--- config.mk ---
export PLATFORM = sky130hd
export DESIGN_NAME = periodic_sample_scale_threshold_alarm_flat
export DESIGN_NICKNAME = d
export VERILOG_FILES = /design/src/hw/rtl/psta_pkg.sv /design/src/hw/rtl/psta_if.sv /design/src/hw/rtl/psta_mul.sv /design/src/hw/rtl/psta_div.sv /design/src/hw/rtl/periodic_sample_scale_threshold_alarm.sv /design/src/flat_wrapper.sv
export SDC_FILE = /design/constraint.sdc
export NUM_CORES = 1
export LEC_CHECK = 0
export BUFFER_PORTS_ARGS = -buffer_cell sky130_fd_sc_hd__buf_2
export CAP_MARGIN = 0
export CORE_UTILIZATION = 30
export CTS_CLUSTER_SIZE = 16
export DETAILED_ROUTE_END_ITERATION = 10
export PLACE_DENSITY = 0.48
export RECOVER_POWER = 50
export SETUP_SLACK_MARGIN = 0.05
export SLEW_MARGIN = 20
export SYNTH_ARGS = -nofsm -noshare
export SYNTH_HDL_FRONTEND = slang
export SYNTH_SLANG_ARGS = --single-unit
--- constraint.sdc ---
create_clock -name clk -period 5.3 [get_ports clk]
set_clock_uncertainty 0.1 [all_clocks]
set_input_delay 1.59 -clock clk [delete_from_list [all_inputs] [get_ports clk]]
set_output_delay 1.59 -clock clk [all_outputs]
set_load 0.05 [all_outputs]
--- src/hw/rtl/psta_pkg.sv ---
`default_nettype none
package psta_pkg;

  // converter resolution; only the low ADC_BITS bits of a reading are used
  localparam int ADC_BITS  = 10;
  localparam int FROM_W    = 16;
  localparam int TO_W      = 15;
  localparam int LIMIT_W   = 16;
  localparam int TICK_W    = 32;
  localparam int EN_W      = 2;
  localparam int PROD_W    = FROM_W + TO_W;
  localparam int SUM_W     = PROD_W + 1;
  localparam int MUL_CNT_W = $clog2(TO_W);
  localparam int DIV_CNT_W = $clog2(PROD_W);

  localparam int CFG_IDX_W = 3;
  localparam int CFG_W     = 32;

  // register indexes
  localparam logic [CFG_IDX_W-1:0] REG_FROM_LOW      = 3'd0;
  localparam logic [CFG_IDX_W-1:0] REG_FROM_HIGH     = 3'd1;
  localparam logic [CFG_IDX_W-1:0] REG_TO_LOW        = 3'd2;
  localparam logic [CFG_IDX_W-1:0] REG_TO_HIGH       = 3'd3;
  localparam logic [CFG_IDX_W-1:0] REG_LOWER_LIMIT   = 3'd4;
  localparam logic [CFG_IDX_W-1:0] REG_UPPER_LIMIT   = 3'd5;
  localparam logic [CFG_IDX_W-1:0] REG_READ_INTERVAL = 3'd6;
  localparam logic [CFG_IDX_W-1:0] REG_ALARM_ENABLES = 3'd7;

  // reset values
  localparam logic [FROM_W-1:0]  RST_FROM_LOW      = 16'd0;
  localparam logic [FROM_W-1:0]  RST_FROM_HIGH     = 16'd1023;
  localparam logic [TO_W-1:0]    RST_TO_LOW        = 15'd0;
  localparam logic [TO_W-1:0]    RST_TO_HIGH       = 15'd1023;
  localparam logic [LIMIT_W-1:0] RST_LOWER_LIMIT   = 16'd0;
  localparam logic [LIMIT_W-1:0] RST_UPPER_LIMIT   = 16'hFFFF;
  localparam logic [TICK_W-1:0]  RST_READ_INTERVAL = 32'd0;
  localparam logic [EN_W-1:0]    RST_ALARM_ENABLES = 2'd0;

  localparam int EN_LOWER = 0;
  localparam int EN_UPPER = 1;

endpackage
`default_nettype wire

--- src/hw/rtl/psta_if.sv ---
`default_nettype none
interface psta_tick_if import psta_pkg::*; ();
  logic                valid;
  logic                ready;
  logic [ADC_BITS-1:0] raw_sample;

  modport source (output valid, output raw_sample, input ready);
  modport sink   (input valid, input raw_sample, output ready);
endinterface

interface psta_result_if import psta_pkg::*; ();
  logic            valid;
  logic            ready;
  logic            sampled;
  logic [TO_W-1:0] scaled_value;
  logic            lower_alarm;
  logic            upper_alarm;

  modport source (output valid, output sampled, output scaled_value,
                  output lower_alarm, output upper_alarm, input ready);
  modport sink   (input valid, input sampled, input scaled_value,
                  input lower_alarm, input upper_alarm, output ready);
endinterface
`default_nettype wire

--- src/hw/rtl/psta_mul.sv ---
`default_nettype none
// Shift-add multiplier, one multiplier bit per cycle, MSB first.
module psta_mul import psta_pkg::*; (
  input  wire logic              clk,
  input  wire logic              rst,
  input  wire logic              start,
  input  wire logic [FROM_W-1:0] a,
  input  wire logic [TO_W-1:0]   b,
  output logic                   done,
  output logic [PROD_W-1:0]      product
);

  logic [FROM_W-1:0]    a_q;
  logic [TO_W-1:0]      b_sh;
  logic [MUL_CNT_W-1:0] cnt;
  logic                 busy;
  logic [PROD_W-1:0]    addend;

  assign addend = b_sh[TO_W-1] ? PROD_W'(a_q) : '0;

  always_ff @(posedge clk) begin
    if (rst) begin
      busy <= 1'b0;
      done <= 1'b0;
      cnt  <= '0;
    end else begin
      done <= 1'b0;
      if (start) begin
        busy <= 1'b1;
        cnt  <= '0;
      end else if (busy) begin
        cnt <= cnt + 1'b1;
        if (cnt == MUL_CNT_W'(TO_W - 1)) begin
          busy <= 1'b0;
          done <= 1'b1;
        end
      end
    end
  end

  always_ff @(posedge clk) begin
    if (start) begin
      a_q     <= a;
      b_sh    <= b;
      product <= '0;
    end else if (busy) begin
      product <= {product[PROD_W-2:0], 1'b0} + addend;
      b_sh    <= {b_sh[TO_W-2:0], 1'b0};
    end
  end

endmodule
`default_nettype wire

--- src/hw/rtl/psta_div.sv ---
`default_nettype none
// Restoring divider, one quotient bit per cycle. Divisor must be nonzero.
module psta_div import psta_pkg::*; (
  input  wire logic              clk,
  input  wire logic              rst,
  input  wire logic              start,
  input  wire logic [PROD_W-1:0] dividend,
  input  wire logic [FROM_W-1:0] divisor,
  output logic                   done,
  output logic [PROD_W-1:0]      quotient
);

  logic [FROM_W-1:0]    dvs;
  logic [FROM_W-1:0]    rem;
  logic [DIV_CNT_W-1:0] cnt;
  logic                 busy;
  logic [FROM_W:0]      rem_sh;
  logic [FROM_W+1:0]    diff;
  logic                 ge;

  // quotient register doubles as the dividend shifter
  assign rem_sh = {rem, quotient[PROD_W-1]};
  assign diff   = {1'b0, rem_sh} - {2'b00, dvs};
  assign ge     = ~diff[FROM_W+1];

  always_ff @(posedge clk) begin
    if (rst) begin
      busy <= 1'b0;
      done <= 1'b0;
      cnt  <= '0;
    end else begin
      done <= 1'b0;
      if (start) begin
        busy <= 1'b1;
        cnt  <= '0;
      end else if (busy) begin
        cnt <= cnt + 1'b1;
        if (cnt == DIV_CNT_W'(PROD_W - 1)) begin
          busy <= 1'b0;
          done <= 1'b1;
        end
      end
    end
  end

  always_ff @(posedge clk) begin
    if (start) begin
      dvs      <= divisor;
      rem      <= '0;
      quotient <= dividend;
    end else if (busy) begin
      rem      <= ge ? diff[FROM_W-1:0] : rem_sh[FROM_W-1:0];
      quotient <= {quotient[PROD_W-2:0], ge};
    end
  end

endmodule
`default_nettype wire

--- src/hw/rtl/periodic_sample_scale_threshold_alarm.sv ---
`default_nettype none
// Periodic sampler with linear range map and threshold alarms. Each transfer
// on tick is one millisecond tick with the current converter reading; each
// tick gives exactly one transfer on result. A saturating tick counter runs
// since the last sample; when it exceeds read_interval the reading is mapped
// (raw-from_low)*(to_high-to_low)/(from_high-from_low)+to_low with exact
// intermediates and truncation toward zero, clamped to [to_low, to_high]
// (if the range is inverted, a value below to_low gives to_low and any other
// gives to_high), and checked against the two alarm limits. An empty source
// range maps to to_low before the clamp. Each enabled alarm pulses once when
// the value crosses its limit and rearms when it comes back. A tick that
// takes no sample goes straight to the finish step, which loads the output
// register and returns to idle. A sample with an empty source range skips
// the arithmetic and runs only the clamp, alarm and finish steps. Any other
// sampling tick runs, in order: register the operands, load the multiplier,
// the bit-serial multiplier (one bit of |to_high-to_low| per cycle), load
// the divider, the restoring divider (one quotient bit per cycle), then
// the sum, clamp, alarm and output steps. A stalled result holds the block
// in its finish step until the output register is free. One tick is
// in work at a time; tick.ready is high while the block is idle, even when
// the previous result still waits in the output register. Configuration
// writes are taken at any time but must only be issued while the block is
// idle.
module periodic_sample_scale_threshold_alarm import psta_pkg::*; (
  input  wire logic                 clk,
  input  wire logic                 rst,
  psta_tick_if.sink                 tick,
  psta_result_if.source             result,
  input  wire logic                 cfg_we,
  input  wire logic [CFG_IDX_W-1:0] cfg_index,
  input  wire logic [CFG_W-1:0]     cfg_data
);

  localparam logic [2:0] ST_IDLE   = 3'd0;
  localparam logic [2:0] ST_MUL    = 3'd1;
  localparam logic [2:0] ST_DIV    = 3'd2;
  localparam logic [2:0] ST_CLAMP  = 3'd3;
  localparam logic [2:0] ST_ALARM  = 3'd4;
  localparam logic [2:0] ST_FINISH = 3'd5;

  // configuration registers
  logic [FROM_W-1:0]  from_low;
  logic [FROM_W-1:0]  from_high;
  logic [TO_W-1:0]    to_low;
  logic [TO_W-1:0]    to_high;
  logic [LIMIT_W-1:0] lower_limit;
  logic [LIMIT_W-1:0] upper_limit;
  logic [TICK_W-1:0]  read_interval;
  logic [EN_W-1:0]    alarm_enables;

  // block state
  logic [2:0]         state;
  logic [TICK_W-1:0]  ticks_since_read;
  logic               lower_fired;
  logic               upper_fired;
  logic [TO_W-1:0]    last_scaled;

  // per-tick datapath
  logic [FROM_W-1:0]  op_a;     // |raw - from_low|
  logic [TO_W-1:0]    op_b;     // |to_high - to_low|
  logic [FROM_W-1:0]  op_d;     // |from_high - from_low|
  logic               neg;      // sign of the quotient
  logic [SUM_W-1:0]   sum;      // to_low + |quotient|
  logic               q_nz;
  logic [TO_W-1:0]    val;

  // pending result
  logic               res_sampled;
  logic               res_lo;
  logic               res_hi;

  logic                tick_xfer;
  logic                result_xfer;
  logic [FROM_W-1:0]   raw_x;
  logic [TICK_W-1:0]   ticks_inc;
  logic                take;
  logic                x_neg;
  logic                t_neg;
  logic                d_neg;
  logic                den_zero;
  logic                mul_kick;
  logic                mul_start;
  logic                mul_done;
  logic [PROD_W-1:0]   product;
  logic                div_start;
  logic                div_done;
  logic [PROD_W-1:0]   quotient;
  logic [TO_W-1:0]     val_next;
  logic                below;
  logic                above;

  assign tick.ready  = (state == ST_IDLE);
  assign tick_xfer   = tick.valid & tick.ready;
  assign result_xfer = result.valid & result.ready;

  // tick counter saturates at all ones, so read_interval of all ones never samples
  assign ticks_inc = (&ticks_since_read) ? ticks_since_read : ticks_since_read + 1'b1;
  assign take      = ticks_inc > read_interval;

  // sign-magnitude split of the three differences
  assign raw_x    = FROM_W'(tick.raw_sample);
  assign x_neg    = raw_x < from_low;
  assign t_neg    = to_high < to_low;
  assign d_neg    = from_high < from_low;
  assign den_zero = (from_high == from_low);

  // multiplier starts once op_a/op_b hold this tick's operands
  assign mul_start = mul_kick;
  assign div_start = (state == ST_MUL) & mul_done;

  psta_mul u_mul (
    .clk     (clk),
    .rst     (rst),
    .start   (mul_start),
    .a       (op_a),
    .b       (op_b),
    .done    (mul_done),
    .product (product)
  );

  psta_div u_div (
    .clk      (clk),
    .rst      (rst),
    .start    (div_start),
    .dividend (product),
    .divisor  (op_d),
    .done     (div_done),
    .quotient (quotient)
  );

  // negative nonzero quotient lands below to_low; otherwise sum >= to_low
  always_comb begin
    if (neg && q_nz) begin
      val_next = to_low;
    end else if (sum > SUM_W'(to_high)) begin
      val_next = to_high;
    end else begin
      val_next = sum[TO_W-1:0];
    end
  end

  assign below = LIMIT_W'(val) < lower_limit;
  assign above = LIMIT_W'(val) > upper_limit;

  // configuration
  always_ff @(posedge clk) begin
    if (rst) begin
      from_low      <= RST_FROM_LOW;
      from_high     <= RST_FROM_HIGH;
      to_low        <= RST_TO_LOW;
      to_high       <= RST_TO_HIGH;
      lower_limit   <= RST_LOWER_LIMIT;
      upper_limit   <= RST_UPPER_LIMIT;
      read_interval <= RST_READ_INTERVAL;
      alarm_enables <= RST_ALARM_ENABLES;
    end else if (cfg_we) begin
      case (cfg_index)
        REG_FROM_LOW:      from_low      <= cfg_data[FROM_W-1:0];
        REG_FROM_HIGH:     from_high     <= cfg_data[FROM_W-1:0];
        REG_TO_LOW:        to_low        <= cfg_data[TO_W-1:0];
        REG_TO_HIGH:       to_high       <= cfg_data[TO_W-1:0];
        REG_LOWER_LIMIT:   lower_limit   <= cfg_data[LIMIT_W-1:0];
        REG_UPPER_LIMIT:   upper_limit   <= cfg_data[LIMIT_W-1:0];
        REG_READ_INTERVAL: read_interval <= cfg_data[TICK_W-1:0];
        REG_ALARM_ENABLES: alarm_enables <= cfg_data[EN_W-1:0];
        default: ;
      endcase
    end
  end

  // sequencer and control state
  always_ff @(posedge clk) begin
    if (rst) begin
      state            <= ST_IDLE;
      ticks_since_read <= '0;
      lower_fired      <= 1'b0;
      upper_fired      <= 1'b0;
      last_scaled      <= '0;
      result.valid     <= 1'b0;
      mul_kick         <= 1'b0;
    end else begin
      mul_kick <= tick_xfer & take & ~den_zero;
      if (result_xfer) begin
        result.valid <= 1'b0;
      end
      case (state)
        ST_IDLE: begin
          if (tick_xfer) begin
            ticks_since_read <= take ? '0 : ticks_inc;
            if (!take) begin
              state <= ST_FINISH;
            end else if (den_zero) begin
              state <= ST_CLAMP;
            end else begin
              state <= ST_MUL;
            end
          end
        end
        ST_MUL: begin
          if (mul_done) begin
            state <= ST_DIV;
          end
        end
        ST_DIV: begin
          if (div_done) begin
            state <= ST_CLAMP;
          end
        end
        ST_CLAMP: begin
          state <= ST_ALARM;
        end
        ST_ALARM: begin
          last_scaled <= val;
          if (alarm_enables[EN_LOWER]) begin
            lower_fired <= below;
          end
          if (alarm_enables[EN_UPPER]) begin
            upper_fired <= above;
          end
          state <= ST_FINISH;
        end
        ST_FINISH: begin
          if (!result.valid || result.ready) begin
            result.valid <= 1'b1;
            state        <= ST_IDLE;
          end
        end
        default: state <= ST_IDLE;
      endcase
    end
  end

  // datapath registers
  always_ff @(posedge clk) begin
    if (tick_xfer) begin
      op_a        <= x_neg ? from_low - raw_x : raw_x - from_low;
      op_b        <= t_neg ? to_low - to_high : to_high - to_low;
      op_d        <= d_neg ? from_low - from_high : from_high - from_low;
      neg         <= x_neg ^ t_neg ^ d_neg;
      sum         <= SUM_W'(to_low);
      q_nz        <= 1'b0;
      res_sampled <= take;
      res_lo      <= 1'b0;
      res_hi      <= 1'b0;
    end
    if (state == ST_DIV && div_done) begin
      sum  <= SUM_W'(to_low) + SUM_W'(quotient);
      q_nz <= |quotient;
    end
    if (state == ST_CLAMP) begin
      val <= val_next;
    end
    if (state == ST_ALARM) begin
      res_lo <= alarm_enables[EN_LOWER] & below & ~lower_fired;
      res_hi <= alarm_enables[EN_UPPER] & above & ~upper_fired;
    end
    if (state == ST_FINISH && (!result.valid || result.ready)) begin
      result.sampled      <= res_sampled;
      result.scaled_value <= last_scaled;
      result.lower_alarm  <= res_lo;
      result.upper_alarm  <= res_hi;
    end
  end

endmodule
`default_nettype wire

--- src/flat_wrapper.sv ---
// flat-port wrapper written by rule: the top's interface ports become plain ports
module periodic_sample_scale_threshold_alarm_flat import psta_pkg::*;
  (clk, rst, cfg_we, cfg_index, cfg_data, tick_valid, tick_raw_sample, tick_ready, result_valid, result_sampled, result_scaled_value, result_lower_alarm, result_upper_alarm, result_ready);
  psta_tick_if tick_i ();
  psta_result_if result_i ();
  input  wire logic clk;
  input  wire logic rst;
  input  wire logic cfg_we;
  input  wire logic [CFG_IDX_W-1:0] cfg_index;
  input  wire logic [CFG_W-1:0] cfg_data;
  input wire logic [$bits(tick_i.valid)-1:0] tick_valid;
  input wire logic [$bits(tick_i.raw_sample)-1:0] tick_raw_sample;
  output wire logic [$bits(tick_i.ready)-1:0] tick_ready;
  output wire logic [$bits(result_i.valid)-1:0] result_valid;
  output wire logic [$bits(result_i.sampled)-1:0] result_sampled;
  output wire logic [$bits(result_i.scaled_value)-1:0] result_scaled_value;
  output wire logic [$bits(result_i.lower_alarm)-1:0] result_lower_alarm;
  output wire logic [$bits(result_i.upper_alarm)-1:0] result_upper_alarm;
  input wire logic [$bits(result_i.ready)-1:0] result_ready;
  assign tick_i.valid = tick_valid;
  assign tick_i.raw_sample = tick_raw_sample;
  assign tick_ready = tick_i.ready;
  assign result_valid = result_i.valid;
  assign result_sampled = result_i.sampled;
  assign result_scaled_value = result_i.scaled_value;
  assign result_lower_alarm = result_i.lower_alarm;
  assign result_upper_alarm = result_i.upper_alarm;
  assign result_i.ready = result_ready;
  periodic_sample_scale_threshold_alarm u_core (.clk(clk), .rst(rst), .tick(tick_i), .result(result_i), .cfg_we(cfg_we), .cfg_index(cfg_index), .cfg_data(cfg_data));
endmodule
## Word level (Yosys, flattened, before mapping)

Cells that the tools add are included.

- Reduce and logical (&&, ||, !) cells: 29
- Bitwise gates (word level): 17
- Equality and inequality tests: 19
- Muxes and demuxes: 37
- Order comparisons: 7
- Add/subtract/negate cells: 12

Operators with widths:

| operator | number |
|---|---|
| 2-to-1 mux 32 bit | 4 |
| 2-to-1 mux 15 bit | 5 |
| 2-to-1 mux 16 bit | 4 |
| 2-to-1 mux 31 bit | 2 |
| adder 15 x 31 -> 32 bit | 1 |
| adder 32 x 1 -> 32 bit, second input constant | 1 |
| greater-than comparator 32 x 15 -> 1 bit | 1 |
| greater-than comparator 32 bit | 1 |
| AND reduction 32 bit | 1 |
| subtractor 16 bit | 2 |
| adder 31 bit | 1 |
| OR reduction 31 bit | 1 |
| subtractor 15 bit | 2 |
| AND reduction 2 bit | 11 |
| == test 3 bit, second input constant | 6 |
| one-hot mux 3 bit (6 select lines) | 1 |
| subtractor 17 x 16 -> 18 bit | 1 |
| == test 16 bit | 1 |
| greater-than comparator 15 x 16 -> 1 bit | 1 |
| < comparator 10 x 16 -> 1 bit | 1 |
| < comparator 15 x 16 -> 1 bit | 1 |
| < comparator 16 bit | 1 |
| subtractor 10 x 16 -> 16 bit | 1 |
| subtractor 16 x 10 -> 16 bit | 1 |
| 22 further kinds | 69 |

- Register bits after elaboration: 437
- Input port bits: 50

## Depth between registers and ports, before layout

Gate-level depths: netlist of the first run.

- Depth after elaboration: 6
- Depth in mapped cells: 20
- Depth with buffers taken out: 17

## Hierarchy

A second synthesis of the first run with hierarchy kept.

- Cells, all modules: 2839
- Area, all modules: 26045.0 um^2

Modules (own cells, without submodules):

| module | area an instance (um^2) | cells an instance | times used | seq. area each (um^2) |
|---|---|---|---|---|
| periodic_sample_scale_threshold_alarm | 18547.8 | 2143 | 1 | 7156.9 |
| psta_div | 3809.9 | 334 | 1 | 1871.8 |
| psta_mul | 3687.3 | 362 | 1 | 1671.6 |

## Least setup slack after synthesis of the first run

No wires, ideal clock.

- Path kind: input to register
- Start point: input tick_raw_sample[0]
- End point: register u_core.op_a[15] (data pin)
- Buffers on the path: 0
- Path slack: 1.322 ns
- Arrival: 3.619 ns
- Data required time: 4.941 ns
- Stages: 11
- Path through: inv_1 -> ha_1 -> fa_1 -> nand2b_1 -> a21boi_0 -> o21ai_1 -> a21oi_2 -> a2111oi_0 -> a211oi_2 -> o2111ai_1 -> xnor2_1

- Word-level cells in the longest chain between the ends: 2
- Elaborated cells between the ends (all ways): 4
- Those cells by class: add/sub (2); order compare (1); mux (1)

RTL lines:

| element | line | source |
|---|---|---|
| from (decl) | flat_wrapper.sv:12 | `input wire logic [$bits(tick_i.raw_sample)-1:0] tick_raw_sample;` |
| subtractor 10 x 16 -> 16 bit (tied with other cells) | periodic_sample_scale_threshold_alarm.sv:236 | `op_a <= x_neg ? from_low - raw_x : raw_x - from_low;` |
| 2-to-1 mux 16 bit (*) | periodic_sample_scale_threshold_alarm.sv:236 |  |
| to (signal assigned) | periodic_sample_scale_threshold_alarm.sv:236 |  |
| to (decl) | periodic_sample_scale_threshold_alarm.sv:59 | `logic [FROM_W-1:0] op_a;` |

Mark *: on every way between the ends. The rest lies on a longest branch, timed or not.
A chain may end at the register's enable or synchronous reset.

## Worst setup path after layout of the first run

- Start point: register u_core.ticks_since_read[25]
- End point: register u_core.ticks_since_read[13]

- Word-level cells in the longest chain between the ends: 4
- Elaborated cells between the ends (all ways): 5
- Those cells by class: add/sub (1); order compare (1); mux (2); reduce/logical (1)

RTL lines:

| element | line | source |
|---|---|---|
| from (decl) | periodic_sample_scale_threshold_alarm.sv:53 | `logic [TICK_W-1:0] ticks_since_read;` |
| from (signal assigned) | periodic_sample_scale_threshold_alarm.sv:189 | `ticks_since_read <= take ? '0 : ticks_inc;` |
| adder 32 x 1 -> 32 bit or AND reduction 32 bit (tied branches) | periodic_sample_scale_threshold_alarm.sv:97 | `assign ticks_inc = (&ticks_since_read) ? ticks_since_read : ticks_since_read + 1'b1;` |
| 2-to-1 mux 32 bit (*) | periodic_sample_scale_threshold_alarm.sv:97 |  |
| greater-than comparator 32 bit (*) | periodic_sample_scale_threshold_alarm.sv:98 | `assign take = ticks_inc > read_interval;` |
| net u_core.take | periodic_sample_scale_threshold_alarm.sv:76 | `logic take;` |
| 2-to-1 mux 32 bit (*) | periodic_sample_scale_threshold_alarm.sv:189 |  |

Mark *: on every way through the listed nets, which the timed path passes. The rest lies on a longest branch.

==> flow_summary.yaml, run 1 <==
run_status:
  status: "finished, violations left"
  violations: "max-capacitance violations, max-slew violations"
logic_synthesis:
  synth.area.top_cells: "edfxtp_1 (23%), dfxtp_1 (19%), ha_1 (10%), nand2_1 (6.8%), a21oi_1 (4.1%)"
  yosys_warnings: 0
  ys.flop_type: "dfxtp_1"
  synth_top_cell_by_area: "edfxtp_1"
  synth_area_mm2: 0.0256
  yosysMostFrequentCell: "nand2_1"
  syn_avg_cell_area_um2: 8.96
  synth-seq-cells: 437
  synth_top_area_share_pct: 22.9
  synth_async_sr_flop_share_pct: 0
  synth_nets: 3123
  syn_inst: 2857
  ys_types: 86
  synth-edff-count: 195
  yosys-top-cells-count: "nand2_1 (462), dfxtp_1 (242), a21oi_1 (212), ha_1 (207), inv_1 (199)"
  seq_area_frac_synth_pct: 41.8
sta:
  slew_headroom_pct: -71.2
  final_hold_viol_count: 0
  period_needed_ns: 4.65
  tightest_slew_ns: 2.57
  grt_setup_unrepaired: "false"
  max_freq_ghz: 0.215
  postLayoutSetupSlackWorst_ns: 0.648
  finalCritPeriodShare_pct: 87.8
  final-setup-viol-count: 0
  hold_slack_ns: 0.318
  fin_tns_setup_ns: 0
  slew_viol_final: 174
route:
  first_pass_iters: 5
  finalWirelength_um: 74200
  route.detailed.drc: 0
  num_vias: 20600
  wl_per_cell_um: 18.3
  viasPerCell: 5.09
  drtAntennaViolNets: 0
  drt-initial-drc-count: 1231
power_and_ir_drop:
  internal_power_mw: 7.01
  power_frac_seq_pct: 44.1
  p_comb_share_pct: 21.0
  p_per_area_mw_per_mm2: 356
  ir_worst_vdd_v: 0.000264
  p_sw_mw: 3.23
  pwr-share-clk_pct: 34.9
  power_mw: 10.2
  switching_share_pct: 31.6
  leakagePower_nw: 11.4
critical_path:
  reg2reg_slack_ns: 0.65
  cpPeakStageDelay_ns: 0.44
  cp_slowest_cell: "or2_2"
  r2r_end: "u_core.ticks_since_read[13]$_SDFFE_PP0P_"
  crit_chain: "and3_1 -> nand4_1 -> or2_2 -> o21a_1 -> and3_1 -> xor2_1 -> ha_1 -> nand4_1 -> nor2_1 -> nand4_1 -> nor4_1 -> or2_2 -> and2_1 -> inv_2 -> o311ai_1"
  crit_path_max_fanout: 18
  ff2ff_path_depth: 15
  timing_worst_setup_path_type: "flip-flop to flip-flop"
  cp-start-kind: "flip-flop"
  cp.required_ns: 5.72
  r2r-start: "u_core.ticks_since_read[25]$_SDFFE_PP0P_"
  crit_path_end_kind: "flip-flop"
  cp_common_cell: "nand4_1"
  arrival_ns: 5.07
die:
  die_h_um: 294
  boundaryPins: 70
  design.core.area_mm2: 0.0841
  dieArea_mm2: 0.0865
  die_x_um: 294
  start_util_pct: 30.5
  rows: 106
place:
  pre_cts_ws_ns: 0.475
  portBuffers: 69
  hpwl_um: 54700
  place_area_mm2: 0.0271
  placed_cells: 3954
  globalplace.congestion: 0.895
cts:
  htree_levels: 2
  postCtsHoldBufs: 0
  cts_setup_buffers: 0
  cts_buffers: 51
  cts-root-buf: "clkbuf_16"
  cts.clk_slew.worst_paths_ns: 0.06
  cts_num_sinks: 437
  cts_tree: "done"
  clk-insertion-delay-late_ns: 0.62
  ctsLongestPathBuffers: 3
final_layout:
  area_growth_pct: 12.3
  utilization_pct: 34.2
  final_area_mm2: 0.0288
  finalNonFillerCells: 4051
  drive_gt1_share_pct: 7.92
  fin_nets: 3140
global_routing:
  grt_pass1_wl_um: 116000
  grt_max_degree: 60
  grt_usage_pct: 17.1
  grt-ovfl-total: 0
  antenna_found_initial: 4
  grt_pass1_vias: 20400
min_path:
  holdPathStages: 0
  min_to: "u_core.u_div.dvs[6]$_DFFE_PP_"
  hold_start: "u_core.op_d[6]$_DFFE_PP_"
  hp-class: "flip-flop to flip-flop"
job:
  drv_cap: 4
-- cell type report --
type | count | area, µm²
diodes | 1 | 2.50
clock buffers | 70 | 1490
clock inverters | 25 | 218
fillers | 8647 | 55300
inverters | 202 | 758
multi-input cells | 2082 | 13600
flip-flops and latches | 437 | 10700
well taps | 1134 | 1420
repair buffers | 100 | 541
-- worst max-delay path, delay by kind of cell (launching register included) --
family / cells / cell delay [ns]
flip-flops: 1 / 0.40
XOR/XNOR: 1 / 0.16
AO/OA/AOI/OAI: 2 / 0.61
buffers and inverters: 1 / 0.17
adder cells (fa/ha/maj): 1 / 0.30
AND/OR/NAND/NOR: 10 / 2.79
-- sequential cells by signal, summed over array words and instances, names as in the netlist, 31 cells and up --
register	count
u_core.read_interval	32
u_core.sum	32
u_core.ticks_since_read	32
u_core.u_div.quotient	31
u_core.u_mul.product	31
-- power groups by stage --
stage | combinational, mW | clock (mW) | sequential, mW
after floorplan | 1.58 | 0 | 4.44
after global placement | 2.12 | 0 | 4.58
after detailed placement | 2.16 | 0 | 4.59
after CTS | 2.17 | 3.68 | 4.52
after global routing | 2.40 | 3.81 | 4.58
final | 2.16 | 3.57 | 4.52
-- worst max path at each step --
stage                                             start                                        to  slack, ns  cells past startpoint
2_1_floorplan                        tick_raw_sample[0]                 u_core.op_a[15]$_DFFE_PP_       1.32                     11
3_3_place_gp   u_core.ticks_since_read[25]$_SDFFE_PP0P_  u_core.ticks_since_read[11]$_SDFFE_PP0P_       0.54                     16
3_5_place_dp   u_core.ticks_since_read[25]$_SDFFE_PP0P_  u_core.ticks_since_read[13]$_SDFFE_PP0P_       0.47                     16
4_1_cts        u_core.ticks_since_read[25]$_SDFFE_PP0P_  u_core.ticks_since_read[13]$_SDFFE_PP0P_       0.47                     16
5_1_grt         u_core.ticks_since_read[3]$_SDFFE_PP0P_  u_core.ticks_since_read[16]$_SDFFE_PP0P_       0.14                     16
6_report       u_core.ticks_since_read[25]$_SDFFE_PP0P_  u_core.ticks_since_read[13]$_SDFFE_PP0P_       0.65                     15
-- timing repair --
action	in CTS	in global routing
endpoints found under the hold margin	0	0
gates resized for setup	0	1
setup endpoints to repair	0	5
-- kinds of logic (layout without fill, tap and decap cells) --
family | count (synthesis) | after routing | share of synthesized area (%)
simple gates | 1010 | 1010 | 18.1
compound gates | 659 | 659 | 16.9
flops | 437 | 437 | 41.8
buf+inv | 338 | 397 | 5.13
fa+ha+maj | 216 | 216 | 10.8
xor+xnor | 123 | 123 | 4.21
mux | 74 | 74 | 3.01
other cells | 0 | 1 | 0
-- routing by layer --
metal | up-vias | track usage (%) | share of wire [%] | wire length (µm)
met2 | 432 | 28.3 | 46 | 34200
met1 | 9886 | 22.7 | 47 | 34700
met4 | 6 | 5.41 | 2.8 | 2090
met3 | 120 | 2.59 | 4.2 | 3140
li1 | 10200 | - | - | -
met5 | - | 0 | 0.054 | 40
-- layout by cell type (no fill, tap or decap), types with 8 or more instances in the layout --
master | netlist | layout
a211oi_1 | 25 | 25
a21o_1 | 69 | 69
a21oi_1 | 212 | 212
a311oi_1 | 8 | 8
a31oi_1 | 27 | 27
and2_1 | 30 | 28
and3_1 | 37 | 37
buf_2 | 16 | 64
buf_4 | 3 | 20
clkbuf_1 | 108 | 20
clkbuf_16 | 0 | 53
clkbuf_8 | 0 | 10
dfxtp_1 | 242 | 241
edfxtp_1 | 195 | 195
fa_1 | 9 | 9
ha_1 | 207 | 207
inv_1 | 199 | 198
mux2_2 | 20 | 20
mux2i_1 | 53 | 53
nand2_1 | 462 | 462
nand2b_1 | 24 | 24
nand3_1 | 80 | 80
nand3b_1 | 8 | 8
nand4_1 | 55 | 55
nor2_1 | 169 | 167
nor2b_1 | 36 | 36
nor3_1 | 43 | 43
nor4_1 | 18 | 18
o211ai_1 | 50 | 50
o21a_1 | 25 | 25
o21ai_0 | 98 | 98
o21ai_1 | 16 | 15
o21bai_1 | 9 | 9
o31ai_1 | 22 | 22
or3_1 | 12 | 12
xnor2_1 | 83 | 83
xor2_1 | 40 | 40
(Power assumes the default switching activity.)
==> run 2: changes to the inputs <==
Settings changed: ABC_AREA from default to 1, CORE_ASPECT_RATIO from default to 1.4, CTS_CLUSTER_SIZE 16 to 25.
==> run 2 against run 1 <==
The flow still finishes with violations (max-capacitance violations, max-slew violations). Flip-flop and latch count unchanged. Combinational power grew 12%. Fmax grew 2.4%. Design area increased by 3.8%. Register-to-register slack improved by 0.18 ns. Sequential share of layout area fell by 1.4 points. Die area is 4.6% higher. Final cell count up 18%. Clock power is essentially flat. Synthesized cell count grew 23%. Count of clock-buffer cells in the layout is 9 lower. Non-clock buffer count is 7 lower.
==> flow_summary.yaml, run 2 <==
run_status:
  status: "finished, violations left"
  violations: "max-capacitance violations, max-slew violations"
die:
  die_x_um: 255
  rows: 129
  die_h_um: 356
  start_util_pct: 30.3
  design.core.area_mm2: 0.0884
  dieArea_mm2: 0.0906
  boundaryPins: 70
logic_synthesis:
  synth_nets: 3789
  synth.area.top_cells: "edfxtp_1 (22%), dfxtp_1 (18%), nand2_1 (12%), ha_1 (9.7%), inv_1 (6.5%)"
  syn_inst: 3523
  yosys_warnings: 0
  yosys-top-cells-count: "nand2_1 (826), inv_1 (465), a21oi_1 (295), o21ai_0 (277), nor2_1 (276)"
  synth_async_sr_flop_share_pct: 0
  synth_top_area_share_pct: 21.8
  synth_top_cell_by_area: "edfxtp_1"
  synth-seq-cells: 437
  syn_avg_cell_area_um2: 7.61
  synth_area_mm2: 0.0268
  seq_area_frac_synth_pct: 39.9
  ys_types: 60
  synth-edff-count: 195
  yosysMostFrequentCell: "nand2_1"
  ys.flop_type: "dfxtp_1"
critical_path:
  crit_path_max_fanout: 97
  cp_num_buf_inv: 3
  arrival_ns: 4.95
  cp_top_family: "buffers and inverters"
  crit_chain: "clkbuf_1 -> clkinvlp_2 -> buf_2 -> nand2_1 -> a21oi_1 -> o21a_1"
  cp_slowest_cell: "clkinvlp_2"
  cpPeakStageDelay_ns: 1.43
  cp-startpoint: "rst"
  cp.required_ns: 5.71
  timing_worst_setup_path_type: "primary input to flip-flop"
  cp-start-kind: "primary input"
  r2r-start: "u_core.ticks_since_read[0]$_SDFFE_PP0P_"
  crit_path_end_kind: "flip-flop"
cts:
  ctsLongestPathBuffers: 3
  cts_num_sinks: 437
  cts_buffers: 47
  cts_setup_buffers: 0
  cts.clk_slew.worst_paths_ns: 0.06
  cts_resized: 0
  cts-root-buf: "clkbuf_16"
  cts_tree: "done"
  postCtsHoldBufs: 0
  clk-insertion-delay-late_ns: 0.63
  htree_levels: 2
place:
  globalplace.congestion: 0.911
  placed_cells: 4671
  hpwl_um: 63100
  portBuffers: 69
sta:
  grt_setup_unrepaired: "false"
  tightest_slew_ns: 2.70
  final_hold_viol_count: 0
  slew_viol_final: 418
  finalCritPeriodShare_pct: 85.7
  fin_tns_setup_ns: 0
  max_freq_ghz: 0.220
  final-setup-viol-count: 0
  slew_headroom_pct: -79.7
  period_needed_ns: 4.54
power_and_ir_drop:
  ir_worst_vdd_v: 0.000259
  p_per_area_mw_per_mm2: 346
  leakagePower_nw: 13.1
global_routing:
  use_met1_pct: 20.7
  grt_pass1_vias: 22500
  top_usage_layer: "met2"
  met2_usage_pct: 35.5
  grt-ovfl-total: 0
  grt_pass1_wl_um: 128000
  grt_use_met3_pct: 2.02
  grt_usage_pct: 18.3
  grt_max_degree: 98
  antenna_found_initial: 5
final_layout:
  finalNonFillerCells: 4760
  drive_gt1_share_pct: 6.34
  fin_nets: 3807
  final_common_cell: "nand2_1"
  nFillCells: 9625
  largestRegisters: "u_core.read_interval x32, u_core.sum x32, u_core.ticks_since_read x32"
  area_growth_pct: 11.4
  mostFrequentLayoutCells: "nand2_1 (826), inv_1 (465), a21oi_1 (295), o21ai_0 (278), nor2_1 (275)"
job:
  drv_cap: 9
route:
  drtAntennaViolNets: 0
  viasPerCell: 4.78
  num_vias: 22800
  wl_per_cell_um: 17.3
  finalWirelength_um: 82300
  first_pass_iters: 6
  drt-initial-drc-count: 1202
  route.detailed.drc: 0
min_path:
  hp-class: "flip-flop to flip-flop"
  hold_start: "u_core.op_a[15]$_DFFE_PP_"
[run 2: where the power goes]
group / switching [mW] / internal (mW) / leakage, nW
clock network: 1.50 / 2.07 / 0.811
logic: 1.74 / 0.691 / 8.55
registers: 0.244 / 4.09 / 3.78
[run 2: stage by stage]
step / cell area [µm²] / utilization (%) / worst slack, ns / hold WS, ns / power [mW]
4_1_cts: 29900 / 33.8 / 0.824 / 0.303 / 10.5
6_report: 29900 / 33.8 / 0.755 / 0.301 / 10.3
3_3_place_gp: 28300 / 32.0 / 0.855 / 0.302 / 6.87
3_5_place_dp: 28300 / 32.0 / 0.850 / 0.305 / 6.87
5_1_grt: 29800 / 33.7 / 0.356 / 0.319 / 11.0
2_1_floorplan: 26800 / - / 1.76 / 0.300 / 6.07
[run 2: final timing paths]
path / cells after the start / slack [ns] / to
setup / recovery: 6 / 0.76 / u_core.u_mul.cnt[3]$_SDFFE_PP0P_
hold / removal: 0 / 0.30 / u_core.u_mul.a_q[15]$_DFFE_PP_
setup reg to reg: 24 / 0.83 / u_core.ticks_since_read[28]$_SDFFE_PP0P_
hold reg to reg: 0 / 0.30 / u_core.u_mul.a_q[15]$_DFFE_PP_
[run 2: cells by family (layout without fill, tap and decap cells)]
| logic type | count (synthesis) | count (layout) | synth area share [%] |
|---|---|---|---|
| mux | 1 | 1 | 0.0373 |
| flops | 437 | 437 | 39.9 |
| compound gates | 729 | 729 | 15.0 |
| other cells | 0 | 1 | 0 |
| simple gates | 1430 | 1430 | 22.2 |
| fa+ha+maj | 216 | 216 | 10.3 |
| buf+inv | 597 | 654 | 8.74 |
| xor+xnor | 113 | 113 | 3.69 |
[run 2: area by class of cell]
cell class,instances,area (µm²),area share (%)
diodes,1,2.50,0.00838
repair buffers,93,484,1.62
clock inverters,27,338,1.13
multi-input cells,2489,13800,46.1
inverters,473,1780,5.95
well taps,1179,1480,4.94
flip-flops and latches,437,10700,35.8
clock buffers,61,1320,4.43
[run 2: per-layer routing]
layer	vias to the layer above	part of all wire (%)	routed length [µm]
met1	10700	41	33700
met4	2	2.6	2110
li1	11700	-	-
met2	320	54	44100
met5	-	0.012	10
met3	106	2.8	2340
[run 2: worst reg2reg max path: stages, from the launching register on]
cell     delay (ns)
dfxtp_1        0.41
ha_1           0.26
nand2_2        0.10
nor2_4         0.17
nand2_2        0.12
nor3_4         0.17
nand2_2        0.33
buf_4          0.36
o21ai_0        0.17
inv_1          0.08
ha_1           0.29
nand2_1        0.07
nand2_1        0.04
nand2_1        0.05
nand2_1        0.05
nand2_1        0.06
nand2_1        0.05
nand2_1        0.05
nand2_1        0.04
nand2_1        0.06
nand2_1        0.04
nand2_1        0.64
buf_4          0.34
nand3_1        0.09
a21oi_1        0.20
